==> src/hw/rtl/skt_pkg.sv <==
// ----------------------------------------------------------------------------
// Sorted key table package
// Shared widths, operation and status codes, controller states and the
// command and status bundles between the controller and the datapath.
// ----------------------------------------------------------------------------
package skt_pkg;

  localparam int DEPTH_DEF    = 64;
  localparam int KEY_BITS_DEF = 32;
  localparam int OP_W         = 2;
  localparam int KEY_W        = 32;
  localparam int PL_W         = 32;
  localparam int ST_W         = 2;

  typedef enum logic [OP_W-1:0] {
    OP_INSERT = 2'd0,
    OP_LOOKUP = 2'd1,
    OP_UPDATE = 2'd2,
    OP_DELETE = 2'd3
  } op_t;

  typedef enum logic [ST_W-1:0] {
    ST_OK        = 2'd0,
    ST_DUPLICATE = 2'd1,
    ST_NOT_FOUND = 2'd2,
    ST_FULL      = 2'd3
  } status_t;

  typedef enum logic [2:0] {
    S_IDLE,
    S_SEARCH,
    S_COMPARE,
    S_CHECK,
    S_ACT,
    S_SHIFT,
    S_FINISH,
    S_RESP
  } state_t;

  typedef struct packed {
    logic load;
    logic rd_mid;
    logic step;
    logic rd_lo;
    logic check;
    logic shift_init;
    logic shift;
    logic finish;
    logic resp;
  } cmd_t;

  typedef struct packed {
    op_t  op;
    logic lo_lt_hi;
    logic hit;
    logic full;
    logic shift_busy;
  } stat_t;

endpackage

==> src/hw/rtl/skt_ctrl.sv <==
// ----------------------------------------------------------------------------
// Sorted key table controller
// Sequences the binary search, the entry shift and the response hand-off.
// ----------------------------------------------------------------------------
module skt_ctrl (
  input  logic           clk,
  input  logic           rst_n,
  input  logic           in_valid,
  output logic           in_ready,
  output logic           out_valid,
  input  logic           out_ready,
  input  skt_pkg::stat_t stat,
  output skt_pkg::cmd_t  cmd
);

  skt_pkg::state_t state_r, state_nxt;
  logic            out_valid_r, out_valid_nxt;

  always_ff @(posedge clk) begin
    if (!rst_n) begin
      state_r     <= skt_pkg::S_IDLE;
      out_valid_r <= 1'b0;
    end else begin
      state_r     <= state_nxt;
      out_valid_r <= out_valid_nxt;
    end
  end

  always_comb begin
    state_nxt     = state_r;
    cmd           = '0;
    in_ready      = 1'b0;
    out_valid_nxt = out_valid_r & ~out_ready;
    case (state_r)
      skt_pkg::S_IDLE: begin
        in_ready = 1'b1;
        if (in_valid) begin
          cmd.load  = 1'b1;
          state_nxt = skt_pkg::S_SEARCH;
        end
      end
      skt_pkg::S_SEARCH: begin
        if (stat.lo_lt_hi) begin
          cmd.rd_mid = 1'b1;
          state_nxt  = skt_pkg::S_COMPARE;
        end else begin
          cmd.rd_lo = 1'b1;
          state_nxt = skt_pkg::S_CHECK;
        end
      end
      skt_pkg::S_COMPARE: begin
        cmd.step  = 1'b1;
        state_nxt = skt_pkg::S_SEARCH;
      end
      skt_pkg::S_CHECK: begin
        cmd.check = 1'b1;
        state_nxt = skt_pkg::S_ACT;
      end
      skt_pkg::S_ACT: begin
        state_nxt = skt_pkg::S_RESP;
        case (stat.op)
          skt_pkg::OP_INSERT: begin
            if (!stat.hit && !stat.full) begin
              cmd.shift_init = 1'b1;
              state_nxt      = skt_pkg::S_SHIFT;
            end
          end
          skt_pkg::OP_LOOKUP: begin
            cmd.rd_lo = stat.hit;
          end
          skt_pkg::OP_UPDATE: begin
            if (stat.hit) begin
              state_nxt = skt_pkg::S_FINISH;
            end
          end
          default: begin
            if (stat.hit) begin
              cmd.shift_init = 1'b1;
              state_nxt      = skt_pkg::S_SHIFT;
            end
          end
        endcase
      end
      skt_pkg::S_SHIFT: begin
        if (stat.shift_busy) begin
          cmd.shift = 1'b1;
        end else begin
          state_nxt = skt_pkg::S_FINISH;
        end
      end
      skt_pkg::S_FINISH: begin
        cmd.finish = 1'b1;
        state_nxt  = skt_pkg::S_RESP;
      end
      skt_pkg::S_RESP: begin
        if (!out_valid_r || out_ready) begin
          cmd.resp      = 1'b1;
          out_valid_nxt = 1'b1;
          state_nxt     = skt_pkg::S_IDLE;
        end
      end
      default: begin
        state_nxt = skt_pkg::S_IDLE;
      end
    endcase
  end

  assign out_valid = out_valid_r;

endmodule

==> config.mk <==
export PLATFORM = sky130hd
export DESIGN_NAME = skt_ctrl
export DESIGN_NICKNAME = d
export VERILOG_FILES = /design/src/hw/rtl/skt_pkg.sv /design/src/hw/rtl/skt_ctrl.sv
export SDC_FILE = /design/constraint.sdc
export NUM_CORES = 1
export LEC_CHECK = 0
export ABC_AREA = 0
export BUFFER_PORTS_ARGS = -buffer_cell sky130_fd_sc_hd__buf_2
export CELL_PAD_IN_SITES_DETAIL_PLACEMENT = 0
export CELL_PAD_IN_SITES_GLOBAL_PLACEMENT = 2
export CORE_AREA = 2 2 47 49
export CTS_BUF_LIST = sky130_fd_sc_hd__clkbuf_16
export CTS_CLUSTER_DIAMETER = 30
export CTS_CLUSTER_SIZE = 8
export DETAILED_ROUTE_END_ITERATION = 16
export DIE_AREA = 0 0 49 51
export GPL_TIMING_DRIVEN = 0
export PLACE_DENSITY = 0.71
export SLEW_MARGIN = 0
export SYNTH_ARGS = -nofsm -noshare
export SYNTH_HDL_FRONTEND = slang
export SYNTH_SLANG_ARGS = --single-unit
==> constraint.sdc <==
create_clock -name clk -period 1.51 [get_ports clk]
set_input_delay 0.151 -clock clk [delete_from_list [all_inputs] [get_ports clk]]
set_output_delay 0.151 -clock clk [all_outputs]
set_load 0.03 [all_outputs]
==> summary.txt <==
Max Root-Sink Buffers = 2
Post-Syn Area = 419 um^2
Layout fillers = 226
Layout area overhead = 58.2%
Max cap viols = 0
Largest net degree at the start of global routing = 11
Most numerous cell in the Yosys netlist = nor2_1
Max Clock Freq = 0.694 GHz
Yosys top cell by area = dfxtp_1
Worst setup SP type = flop
Outcome = completed
Clock Latency Late Sink = 0.22 ns
FF+latch count, synth = 4
Top post-synthesis cells by area = dfxtp_1 19%, ha_1 12%, nor2_1 5.4%, a21oi_1 4.8%, bufbuf_8 4.5%
Num CTS Buffers = 3
Die height = 51 um
Critical path cell sequence = or3b_4 -> nor2_1 -> clkbuf_4
Crit-path leading delay family = simple AND/OR/NAND/NOR gates
Clk slew on worst S/H paths = 0.03 ns
Hold Path Sink = state_r[0]
Detailed placer's ending HPWL = 801 um
Root Buffer = clkbuf_16
Slowest-stage cell, CP = or3b_4
Setup TNS = 0 ns
PwrDens = 977 nW/um^2
LEAKAGE = 0.311 nW
GPL Wtd Cong = 0.709
Initial Util = 20.3%
Die area = 2500 um^2
Post-synth cell types = 29
Util after Layout = 32.1%
GRT Util Overall = 9.70%
Hold Startpoint = in_valid
Largest stage delay, worst path = 0.41 ns
Diode count = 0
Synth Instances = 53
RSZ-0062 raised after global routing = no
I/O Buffers = 20
DR DRC count = 0
FF-to-FF Start = state_r[2]
Number of enable flip-flop cells after synthesis = 0
Worst Setup End Kind = primary output
Mapped Nets = 67
R2R depth = 4
Max Used Layer = met3
Routed WL = 1070 um
Drt wl/cell = 10.3 um
GR Overflow Total = 0
Buf/Inv on CP = 1
Fin nets = 92
R2R Setup Slk = 0.29 ns
Post-route clock skew = 0.00116 ns
Share of cells above drive strength 1 = 43.4%
Number of global-route vias before repair = 466
Period utilization = 95.4%
Mean Syn Cell Area = 7.91 um^2
Tmin final = 1.44 ns
Rel. slew slack = 71.0%
Initial antenna violation count = 0
Final setup fails = 0
Dpl ws = 0.0653 ns
Crit path max fanout = 6
Via count = 455
Wire length on met2 = 503 um
CTS sink count = 4
Via-per-instance ratio = 4.38
IO Count = 21
Setup WS post-layout = 0.0689 ns
First-pass GRT wire length = 1920 um
Setup Buffers After CTS = 0
DRT iter0 DRCs = 6
Share of the synthesized area in the top cell type = 19.1%
1st-pass router iterations = 4
H-tree depth = 1
Top cells by count, synth = 6 x nor2_1, 4 x a21oi_1, 4 x dfxtp_1, 4 x ha_1, 4 x nand2_1
Ys Warns = 0
DIE WIDTH = 49 um
Fin. max-slew vios = 0
Hold path depth = 3
Sequential-to-total area share from yosys stat = 19.1%
CTS tree = yes
Critical Path RT = 1.36 ns
Post-CTS Hold Fix Bufs = 0
Peak VDD IR = 0.000566 V
Kind of critical path = reg2out
Core Box Area = 2060 um^2
Post-route ant nets = 0
Hold WC Path Type = in2reg
Met3 Wirelength = 52 um
Worst Tran Pin Value = 0.423 ns
Worst EP arrival = 1.29 ns
Placement Rows = 17
Synth async-reset ratio = 0%
Met1 wire length = 514 um
Synth Flop Type = dfxtp_1
Final hold viol count = 0
Reg2reg end = state_r[1]
-- kinds of logic after synthesis --
group           count (synthesis)  share of synthesized area (%)
simple gates                   26                           37.3
compound gates                 13                           22.4
buf+inv                         6                           9.25
fa+ha+maj                       4                           11.9
flops                           4                           19.1
-- worst reg2reg max path, cell delays in order, from the launching register on --
cell and delay (ns):
dfxtp_2 0.35, or3b_4 0.41, a221oi_2 0.17, a311oi_1 0.09, nor3_2 0.12
-- layout by cell type (no fill, tap or decap) --
| cell type | count |
|---|---|
| nor3_1 | 1 |
| o32a_1 | 1 |
| nor4b_1 | 1 |
| and2_1 | 1 |
| or3b_4 | 1 |
| nor2b_1 | 2 |
| o21ai_0 | 3 |
| or2b_1 | 1 |
| inv_1 | 3 |
| a21oi_2 | 1 |
| buf_4 | 4 |
| dfxtp_1 | 2 |
| nand2_1 | 4 |
| a21boi_0 | 1 |
| dfxtp_2 | 2 |
| and3b_1 | 1 |
| a21oi_1 | 3 |
| a311oi_1 | 1 |
| clkbuf_16 | 3 |
| bufbuf_8 | 1 |
| nor2_1 | 6 |
| or3b_1 | 1 |
| a2111oi_0 | 1 |
| ha_1 | 4 |
| a221oi_2 | 1 |
| nand2b_1 | 1 |
| clkbuf_4 | 2 |
| o41ai_1 | 1 |
| nand4b_1 | 1 |
| nor3_2 | 1 |
| nor3b_1 | 2 |
| nor3_4 | 1 |
| nand3_1 | 1 |
| buf_2 | 16 |
-- final cells by class --
class	instances	area (um^2)	share of cell area, %
Buffer	3	33.8	5.09
Sequential cell	4	82.6	12.5
Inverter	3	11.3	1.70
Clock buffer	3	75.1	11.3
Timing Repair Buffer	20	110	16.6
Multi-Input combinational cell	43	315	47.5
Tap cell	28	35.0	5.28
-- stage by stage --
stage / cell area (um^2) / hold slack, ns / power (mW) / cells
6_report: 663 / 0.181 / 0.648 / 104
5_1_grt: 663 / 0.220 / 0.673 / 104
4_1_cts: 643 / 0.178 / 0.644 / 104
3_5_place_dp: 559 / 0.407 / 0.227 / 101
3_3_place_gp: 559 / 0.399 / 0.227 / 101
2_1_floorplan: 424 / 0.271 / 0.189 / 53
-- what timing repair did --
action                                  in CTS  in global routing
pin swaps                                    0                  1
endpoints found under the setup margin       6                  5
resized for setup                            4                  9
-- registers in the layout, indices dropped and copies added, names as in the netlist --
| name | flops |
|---|---|
| out_valid | 1 |
| state_r | 3 |
-- power breakdown --
part | switching (mW) | leakage, nW | internal, mW | total (mW)
Sequential | 0.00583 | 0.0333 | 0.111 | 0.117
Combinational | 0.0681 | 0.241 | 0.0498 | 0.118
Clock | 0.0746 | 0.0370 | 0.338 | 0.413
Total | 0.149 | 0.311 | 0.499 | 0.648
-- metal layers --
metal,up-vias,track usage (%)
met5,-,0
met4,0,4.29
met3,0,2.05
met2,13,16.7
met1,203,11.7
li1,239,-
-- how the worst max path moves through the flow --
stage / startpoint / endpoint / slack, ns / cells after the start
6_report: state_r[2] / cmd[3] / 0.07 / 3
5_1_grt: state_r[2] / cmd[3] / 0.002 / 3
4_1_cts: state_r[2] / cmd[5] / 0.004 / 4
3_5_place_dp: state_r[0] / cmd[2] / 0.07 / 4
3_3_place_gp: state_r[0] / cmd[2] / 0.03 / 4
2_1_floorplan: state_r[2] / cmd[8] / -0.07 / 3
Power figures use the tool's default switching activity.
